===== config.mk =====
export PLATFORM = sky130hd
export DESIGN_NAME = assoc_cache_lru_evict
export DESIGN_NICKNAME = d
export VERILOG_FILES = /design/src/hdl/alce_pkg.sv /design/src/hdl/assoc_cache_lru_evict.sv /design/src/hdl/alce_front.sv /design/src/hdl/alce_back.sv
export SDC_FILE = /design/constraint.sdc
export NUM_CORES = 2
export LEC_CHECK = 0
export ABC_AREA = 1
export BUFFER_PORTS_ARGS = -buffer_cell sky130_fd_sc_hd__buf_4
export CORE_MARGIN = 4
export CORE_UTILIZATION = 27
export CTS_BUF_LIST = sky130_fd_sc_hd__clkbuf_2 sky130_fd_sc_hd__clkbuf_4 sky130_fd_sc_hd__clkbuf_8
export CTS_CLUSTER_SIZE = 14
export DETAILED_ROUTE_END_ITERATION = 10
export GPL_TIMING_DRIVEN = 0
export PLACE_DENSITY = 0.39
export SYNTH_ARGS = -nofsm -noshare
export SYNTH_HDL_FRONTEND = slang
export SYNTH_SLANG_ARGS = --single-unit

===== constraint.sdc =====
create_clock -name clk -period 8.6 [get_ports clk]
set_input_delay 0.43 -clock clk [delete_from_list [all_inputs] [get_ports clk]]
set_output_delay 0.43 -clock clk [all_outputs]
set_load 0.01 [all_outputs]

===== src/hdl/alce_pkg.sv =====
// Shared types, codes and defaults for the associative cache with LRU eviction.
package alce_pkg;

  localparam int ENTRIES_DEFAULT = 16;
  // Depth of the request queue between front and back; a power of two.
  localparam int QDEPTH = 2;
  localparam int QAW = (QDEPTH > 1) ? $clog2(QDEPTH) : 1;

  localparam logic [2:0] KIND_SET      = 3'd0;
  localparam logic [2:0] KIND_GET      = 3'd1;
  localparam logic [2:0] KIND_SET_WAIT = 3'd2;
  localparam logic [2:0] KIND_GET_WAIT = 3'd3;
  localparam logic [2:0] KIND_REMOVE   = 3'd4;
  localparam logic [2:0] KIND_CLEAR    = 3'd5;

  typedef struct packed {
    logic [2:0]  kind;
    logic [63:0] key_tag;
    logic [31:0] handle_in;
    logic        wait_in;
    logic [31:0] now;
  } req_t;

  typedef struct packed {
    logic        hit;
    logic [31:0] handle_out;
    logic        wait_out;
  } rsp_t;

  typedef enum logic [2:0] {
    OP_SET,
    OP_GET,
    OP_SET_WAIT,
    OP_GET_WAIT,
    OP_REMOVE,
    OP_CLEAR,
    OP_NOP
  } op_code_t;

  typedef struct packed {
    op_code_t    code;
    logic [63:0] key;
    logic [31:0] handle;
    logic        wflag;
    logic [31:0] now;
    logic        upd_on_hit;
  } op_t;

  typedef struct packed {
    logic valid;
    op_t  op;
  } head_t;

endpackage


===== src/hdl/assoc_cache_lru_evict.sv =====
// Top level of the fully associative cache with least-recently-used eviction.
//
//   Channel  Direction  Handshake             Payload
//   req      in         req_valid/req_stall   alce_pkg::req_t
//   rsp      out        rsp_valid/rsp_stall   alce_pkg::rsp_t
//
// In the back end an operation passes through LOOKUP for the tag match, then EXEC to update.
// A set that misses on a full table then scans slot times for the victim in SCAN,
// through the single read port of the time memory, and writes the victim in FILL.
// Reset clears all slot valid bits at once; no clearing pass is needed.
// The request queue holds two operations, so requests are still taken while a result
// waits in the output register under rsp_stall, until the queue is full.
module assoc_cache_lru_evict #(
  parameter int ENTRIES = alce_pkg::ENTRIES_DEFAULT
) (
  input  logic           clk,
  input  logic           rst,
  input  logic           req_valid,
  output logic           req_stall,
  input  alce_pkg::req_t req,
  output logic           rsp_valid,
  input  logic           rsp_stall,
  output alce_pkg::rsp_t rsp
);
  import alce_pkg::*;

  head_t head;
  logic  pop;

  alce_front u_front (
    .clk       (clk),
    .rst       (rst),
    .req_valid (req_valid),
    .req_stall (req_stall),
    .req       (req),
    .pop       (pop),
    .head      (head)
  );

  alce_back #(
    .ENTRIES (ENTRIES)
  ) u_back (
    .clk       (clk),
    .rst       (rst),
    .head      (head),
    .pop       (pop),
    .rsp_valid (rsp_valid),
    .rsp_stall (rsp_stall),
    .rsp       (rsp)
  );

`ifndef SYNTHESIS
  // A handle is returned only by a get that hit.
  a_handle_needs_hit: assert property (@(posedge clk) disable iff (rst)
    rsp_valid && (rsp.handle_out != '0) |-> rsp.hit)
    else $error("handle returned without a hit");

  // A wait flag is returned only by a get_wait that hit, which carries no handle.
  a_wait_needs_hit: assert property (@(posedge clk) disable iff (rst)
    rsp_valid && rsp.wait_out |-> rsp.hit && (rsp.handle_out == '0))
    else $error("wait flag returned outside a get_wait hit");

  // The back end never takes from an empty queue.
  a_pop_needs_item: assert property (@(posedge clk) disable iff (rst)
    pop |-> head.valid)
    else $error("queue read while empty");
`endif

endmodule


===== src/hdl/alce_front.sv =====
// Request front end: decodes each request and buffers it in a short queue.
module alce_front (
  input  logic          clk,
  input  logic          rst,
  input  logic          req_valid,
  output logic          req_stall,
  input  alce_pkg::req_t req,
  input  logic          pop,
  output alce_pkg::head_t head
);
  import alce_pkg::*;

  op_t              q [QDEPTH];
  logic [QAW-1:0]   wp;
  logic [QAW-1:0]   rp;
  logic [QAW:0]     count;
  logic             push;
  logic             take;
  op_t              dec;

  always_comb begin
    dec.key        = req.key_tag;
    dec.now        = req.now;
    dec.handle     = '0;
    dec.wflag      = 1'b0;
    dec.upd_on_hit = 1'b0;
    case (req.kind)
      KIND_SET: begin
        dec.code       = OP_SET;
        dec.handle     = req.handle_in;
        dec.upd_on_hit = 1'b1;
      end
      KIND_GET:      dec.code = OP_GET;
      KIND_SET_WAIT: begin
        dec.code       = OP_SET_WAIT;
        dec.wflag      = req.wait_in;
        dec.upd_on_hit = ~req.wait_in;
      end
      KIND_GET_WAIT: dec.code = OP_GET_WAIT;
      KIND_REMOVE:   dec.code = OP_REMOVE;
      KIND_CLEAR:    dec.code = OP_CLEAR;
      default:       dec.code = OP_NOP;
    endcase
  end

  assign req_stall  = (count == (QAW+1)'(QDEPTH));
  assign push       = req_valid && !req_stall;
  assign take       = pop && (count != '0);
  assign head.valid = (count != '0);
  assign head.op    = q[rp];

  always_ff @(posedge clk) begin
    if (push) begin
      q[wp] <= dec;
    end
  end

  always_ff @(posedge clk) begin
    if (rst) begin
      wp    <= '0;
      rp    <= '0;
      count <= '0;
    end else begin
      if (push) begin
        wp <= wp + 1'b1;
      end
      if (take) begin
        rp <= rp + 1'b1;
      end
      count <= count + (QAW+1)'(push) - (QAW+1)'(take);
    end
  end

endmodule


===== src/hdl/alce_back.sv =====
// Execution back end: slot table, tag match, LRU victim scan and result register.
module alce_back #(
  parameter int ENTRIES = alce_pkg::ENTRIES_DEFAULT
) (
  input  logic            clk,
  input  logic            rst,
  input  alce_pkg::head_t head,
  output logic            pop,
  output logic            rsp_valid,
  input  logic            rsp_stall,
  output alce_pkg::rsp_t  rsp
);
  import alce_pkg::*;

  localparam int IW = (ENTRIES > 1) ? $clog2(ENTRIES) : 1;
  localparam logic [IW-1:0] LAST = IW'(ENTRIES - 1);

  typedef enum logic [2:0] {IDLE, LOOKUP, EXEC, SCAN, FILL} state_t;

  state_t               state;
  op_t                  op;
  logic [ENTRIES-1:0]   valid;
  logic [63:0]          keys [ENTRIES];
  logic [31:0]          handle_mem [ENTRIES];
  logic [31:0]          time_mem [ENTRIES];
  logic                 wait_mem [ENTRIES];

  logic                 hit;
  logic [IW-1:0]        hit_idx;
  logic                 has_empty;
  logic [IW-1:0]        empty_idx;
  logic [31:0]          handle_rd;
  logic                 wait_rd;
  logic [31:0]          time_rd;
  logic [IW-1:0]        cnt;
  logic [31:0]          best_time;
  logic [IW-1:0]        best_idx;

  logic [ENTRIES-1:0]   match;
  logic [IW-1:0]        m_idx;
  logic [IW-1:0]        e_idx;
  logic                 out_free;
  logic                 is_set;
  logic                 do_set;
  logic                 go_scan;
  logic                 emit;
  logic                 set_en;
  logic [IW-1:0]        set_idx;
  logic                 touch_en;
  logic                 rm_en;
  logic                 clr_en;
  logic                 t_we;
  logic [IW-1:0]        t_widx;
  logic [IW-1:0]        t_raddr;
  logic [31:0]          cand_time;
  logic [IW-1:0]        cand_idx;
  rsp_t                 rsp_next;

  always_comb begin
    m_idx = '0;
    e_idx = '0;
    for (int i = ENTRIES - 1; i >= 0; i--) begin
      match[i] = valid[i] && (keys[i] == op.key);
      if (match[i]) begin
        m_idx = IW'(i);
      end
      if (!valid[i]) begin
        e_idx = IW'(i);
      end
    end
  end

  assign out_free = !rsp_valid || !rsp_stall;
  assign is_set   = (op.code == OP_SET) || (op.code == OP_SET_WAIT);
  assign do_set   = is_set && (!hit || op.upd_on_hit);
  assign go_scan  = (state == EXEC) && out_free && do_set && !hit && !has_empty;
  assign emit     = ((state == EXEC) && out_free && !go_scan) || ((state == FILL) && out_free);
  assign pop      = head.valid && ((state == IDLE) || emit);

  always_comb begin
    set_en   = 1'b0;
    set_idx  = hit ? hit_idx : empty_idx;
    touch_en = 1'b0;
    rm_en    = 1'b0;
    clr_en   = 1'b0;
    if (state == FILL && out_free) begin
      set_en  = 1'b1;
      set_idx = best_idx;
    end else if (state == EXEC && out_free && !go_scan) begin
      set_en   = do_set;
      touch_en = (op.code == OP_GET) && hit;
      rm_en    = (op.code == OP_REMOVE) && hit;
      clr_en   = (op.code == OP_CLEAR);
    end
  end

  assign t_we   = set_en || touch_en;
  assign t_widx = set_en ? set_idx : hit_idx;

  always_comb begin
    if (state == SCAN) begin
      t_raddr = (cnt == LAST) ? cnt : cnt + 1'b1;
    end else begin
      t_raddr = '0;
    end
  end

  always_comb begin
    if (cnt == '0 || time_rd < best_time) begin
      cand_time = time_rd;
      cand_idx  = cnt;
    end else begin
      cand_time = best_time;
      cand_idx  = best_idx;
    end
  end

  always_comb begin
    rsp_next.hit        = hit && (op.code != OP_CLEAR) && (op.code != OP_NOP);
    rsp_next.handle_out = (op.code == OP_GET && hit) ? handle_rd : '0;
    rsp_next.wait_out   = (op.code == OP_GET_WAIT && hit) ? wait_rd : 1'b0;
  end

  always_ff @(posedge clk) begin
    if (set_en) begin
      keys[set_idx]       <= op.key;
      handle_mem[set_idx] <= op.handle;
      wait_mem[set_idx]   <= op.wflag;
    end
    if (t_we) begin
      time_mem[t_widx] <= op.now;
    end
    handle_rd <= handle_mem[m_idx];
    wait_rd   <= wait_mem[m_idx];
    time_rd   <= time_mem[t_raddr];
  end

  always_ff @(posedge clk) begin
    if (rst) begin
      valid <= '0;
    end else if (clr_en) begin
      valid <= '0;
    end else begin
      if (set_en) begin
        valid[set_idx] <= 1'b1;
      end
      if (rm_en) begin
        valid[hit_idx] <= 1'b0;
      end
    end
  end

  always_ff @(posedge clk) begin
    if (rst) begin
      state     <= IDLE;
      rsp_valid <= 1'b0;
    end else begin
      if (emit) begin
        rsp_valid <= 1'b1;
        rsp       <= rsp_next;
      end else if (rsp_valid && !rsp_stall) begin
        rsp_valid <= 1'b0;
      end
      if (pop) begin
        op <= head.op;
      end
      unique case (state)
        IDLE: begin
          if (pop) begin
            state <= LOOKUP;
          end
        end
        LOOKUP: begin
          hit       <= |match;
          hit_idx   <= m_idx;
          has_empty <= ~&valid;
          empty_idx <= e_idx;
          state     <= EXEC;
        end
        EXEC: begin
          if (go_scan) begin
            cnt   <= '0;
            state <= SCAN;
          end else if (emit) begin
            state <= pop ? LOOKUP : IDLE;
          end
        end
        SCAN: begin
          best_time <= cand_time;
          best_idx  <= cand_idx;
          cnt       <= cnt + 1'b1;
          if (cnt == LAST) begin
            state <= FILL;
          end
        end
        FILL: begin
          if (emit) begin
            state <= pop ? LOOKUP : IDLE;
          end
        end
      endcase
    end
  end

endmodule

==> out/summary.log <==
qor: pwr.power_density 265 nW/um^2
qor: min_path.min_path_type in2reg
qor: timing.final_min_period_over_clock_period 0.870
qor: floorplanning.fp.dieArea 406000 um^2
qor: run.drv_cap 0
qor: critical_path.worstSetupStartpointType register
qor: critical_path.cp_max_fo 10
qor: final_layout.layout.nets 9633
qor: floorplanning.rows 230
qor: pwr.seqPwrFrac 0.470
qor: yosys.count_of_flip_flops_with_a_built_in_enable_after_synthesis 2547
qor: yosys.mappedNetlistArea 107000 um^2
qor: floorplanning.chipHeight 637 um
qor: outcome.outcome complete, no violations
qor: grt.grt.overflow.total 0
qor: yosys.synth_top_area_share 0.716
qor: route.route.detailed.drc 0
qor: route.firstDrtPassIters 6
qor: pwr.clock_power_share 0.333
qor: yosys.yosys_register_bits 2636
qor: critical_path.worst_setup_path_end_kind register
qor: clock_tree.clock_path_buffers 4
qor: placed_design.placed_area 120000 um^2
qor: pwr.p_leak 47.6 nW
qor: final_layout.syn_to_final_growth 23.0%
qor: floorplanning.floorplan.core_area 393000 um^2
qor: final_layout.post_route_cells_drive_above_1_share 0.151
qor: yosys.synthTopCellsByArea edfxtp_1, nand2_1, o21ai_0
qor: placed_design.io_buffers 170
qor: grt.global_route_wire_length_before_repair 601 mm
qor: route.route.layer.met1.wl 194 mm
qor: route.antenna_left 0
qor: final_layout.final_area 131000 um^2
qor: final_layout.postLayoutCoreUtil 0.334
qor: timing.min_clock_period_post_route 7.48 ns
qor: placed_design.placed_cell_count 14000
qor: route.wirelength 448 mm
qor: critical_path.path_class reg2reg
qor: yosys.yosys_most_used_dff edfxtp_1
qor: timing.hold_viol_final 0
qor: placed_design.place_hpwl 320 mm
qor: grt.maximum_number_of_pins_on_one_net_before_global_route_repair 34
qor: final_layout.stdcell_count 15100
qor: timing.setup-violations-final 0
qor: clock_tree.insertion_delay 1.14 ns
qor: yosys.synthDominantAreaCellType edfxtp_1
qor: clock_tree.cts-buffers-inserted 460
qor: route.dr_wl_met2 201 mm
qor: clock_tree.clock-sinks 2636
qor: floorplanning.die_x 637 um
qor: yosys.syn_area_per_cell 12.7 um^2
qor: pwr.net-switching-power 11.3 mW
qor: route.highest-signal-layer met5
qor: timing.max_clock_freq 134 MHz
qor: critical_path.critical_path_required 9.48 ns
qor: final_layout.fillerInstances 38900
qor: clock_tree.tritoncts built
qor: route.first_iter_violations 9117
qor: clock_tree.clk_pin_slew 0.06 ns
qor: critical_path.critPathArrivalTime 8.36 ns
qor: placed_design.place_congestion 0.872
qor: yosys.postSynthNetCount 8572
qor: yosys.synth_async_sr_flop_share 0
qor: pwr.max-vdd-ir-drop 0.142 mV
qor: timing.slew_violations 0
qor: yosys.synth.yosys.warnings 0
qor: route.met3_wirelength 35.2 mm
qor: timing.skew_final 0.100 ns
qor: pwr.total_power 34.8 mW
qor: yosys.synth.yosys.seq_area_share 0.732
qor: pwr.power_frac_comb 0.197
qor: timing.worstMarginPinSlew 1.45 ns
qor: route.vias 74400
qor: grt.grt_antenna_before_repair 67
qor: timing.relSlewSlack 0.0283
qor: pwr.sw_frac_of_total 0.324
qor: pwr.p_int 23.6 mW
qor: floorplanning.boundaryPins 172
qor: yosys.synth_cell_type_count 61
qor: route.wl_per_cell 29.7 um
qor: yosys.synth_cells 8401
qor: grt.grt_pass1_vias 71200
qor: clock_tree.post_cts_gate_resize_count 0
qor: timing.grt_setup_unrepaired false
qor: clock_tree.cts_root_buffer clkbuf_8
qor: route.vias_per_cell 4.94
qor: clock_tree.cts_max_level 5
qor: grt.grt_usage 0.213
qor: floorplanning.start_util 0.272
==> cell usage after synthesis (16+ instances only) <==
library cell	number
buf_1	16
nor4_1	96
nand4_1	56
a221oi_1	60
o2111ai_1	17
buf_4	43
buf_6	44
o211ai_1	37
o21ai_0	586
o22ai_1	158
mux2i_1	64
dfxtp_1	89
nand3_1	503
inv_1	490
a22o_1	73
nand2_1	2069
buf_2	141
or2_2	39
inv_2	46
ha_1	35
edfxtp_1	2547
xor2_1	135
nor2_1	387
a211oi_1	28
clkbuf_1	165
a21oi_1	143
xnor2_1	153
o21ai_1	27
o221ai_1	67
==> per-layer routing <==
layer,track usage,up-vias
met4,0.0770,4
li1,-,32300
met5,0,-
met2,0.334,3624
met3,0.0355,760
met1,0.297,37700
==> cell families after synthesis <==
kind of cell / share of synthesized area
flops: 0.732
buf+inv: 0.0399
simple gates: 0.124
xor+xnor: 0.0236
compound gates: 0.0702
mux: 0.00599
fa+ha+maj: 0.00410
==> power groups by stage <==
stage | logic [mW] | registers, mW | clock network (mW)
2_1_floorplan | 2.31 | 16.3 | 0
3_3_place_gp | 4.71 | 17.8 | 0
3_5_place_dp | 6.70 | 16.6 | 0
4_1_cts | 6.79 | 16.4 | 11.9
5_1_grt | 7.05 | 16.4 | 12.5
6_report | 6.86 | 16.4 | 11.6
==> layout by cell type, fill, tap and decap left out, drive strengths merged, types with 28 or more instances in the layout <==
| master | count |
|---|---|
| a211oi | 28 |
| a21oi | 144 |
| dfxtp | 89 |
| edfxtp | 2547 |
| nor2 | 387 |
| buf | 640 |
| nand3 | 503 |
| dlygate4sd3 | 205 |
| mux2i | 64 |
| nand4 | 57 |
| ha | 35 |
| o22ai | 158 |
| a22o | 73 |
| nand2 | 2074 |
| o211ai | 37 |
| xor2 | 135 |
| nor4 | 97 |
| o21ai | 613 |
| a221oi | 62 |
| inv | 547 |
| or2 | 42 |
| o221ai | 67 |
| clkbuf | 812 |
| xnor2 | 153 |
| clkinv | 157 |
==> what timing repair did <==
item | 4_1_cts | 5_1_grt
hold buffers | 205 | 0
endpoints found under the hold margin | 273 | 0
setup buffers | 0 | 0
==> area by class of cell <==
type | count | area, um^2 | share of cell area
clock inverters | 182 | 1140 | 0.00868
diodes | 16 | 40.0 | 0.000305
well taps | 5220 | 6530 | 0.0497
multi-input cells | 4814 | 24600 | 0.187
inverters | 539 | 2030 | 0.0154
flip-flops and latches | 2636 | 78300 | 0.596
plain buffers | 412 | 2250 | 0.0171
clock buffers | 646 | 7870 | 0.0598
repair buffers | 599 | 8660 | 0.0659
==> registers in the layout, indices dropped and copies added (netlist names), 32 cells and up <==
register,flops
u_back.time_rd,32
u_back.time_mem,512
u_back.best_time,32
u_back.keys,1024
u_back.handle_mem,512
u_front.q,266
u_back.handle_rd,32
u_back.rsp,34
u_back.op,133
==> per-stage QoR <==
stage	setup TNS, ns	hold slack (ns)	setup WS [ns]
detailed placement	0	0.423	1.48
global route	0	0.0619	1.37
CTS	0	0.00490	1.44
finish	0	0.132	1.12
floorplan	0	0.403	1.22
global placement	-4681.58	0.413	-5.35
==> worst max-delay path, stage by stage (launching register included) <==
cell and delay [ns]:
edfxtp_1 0.97, buf_16 0.24, inv_2 0.17, buf_2 0.33
buf_4 0.30, a21oi_1 1.04, nand2_1 0.15, a221oi_1 0.27
nand4_1 0.15, nor4_2 1.09, nand4_4 0.46, clkbuf_1 0.69
clkbuf_1 0.53, nand3_1 0.21, nand2_1 0.10, nand2_1 0.06
nand3_1 0.07, nand3_1 0.09, nand2_1 0.23
==> path summary, 6_finish.rpt <==
path | start | endpoint | slack [ns] | cells past startpoint
setup / recovery | u_back.op[71] | u_back.wait_rd | 1.12 | 18
hold / removal | req[30] | u_front.q[1][31] | 0.13 | 2
setup reg to reg | u_back.op[71] | u_back.wait_rd | 1.12 | 18
hold reg to reg | u_back.time_rd[16] | u_back.best_time[16] | 0.43 | 0
Note: power is estimated with default switching activity, not from simulation.
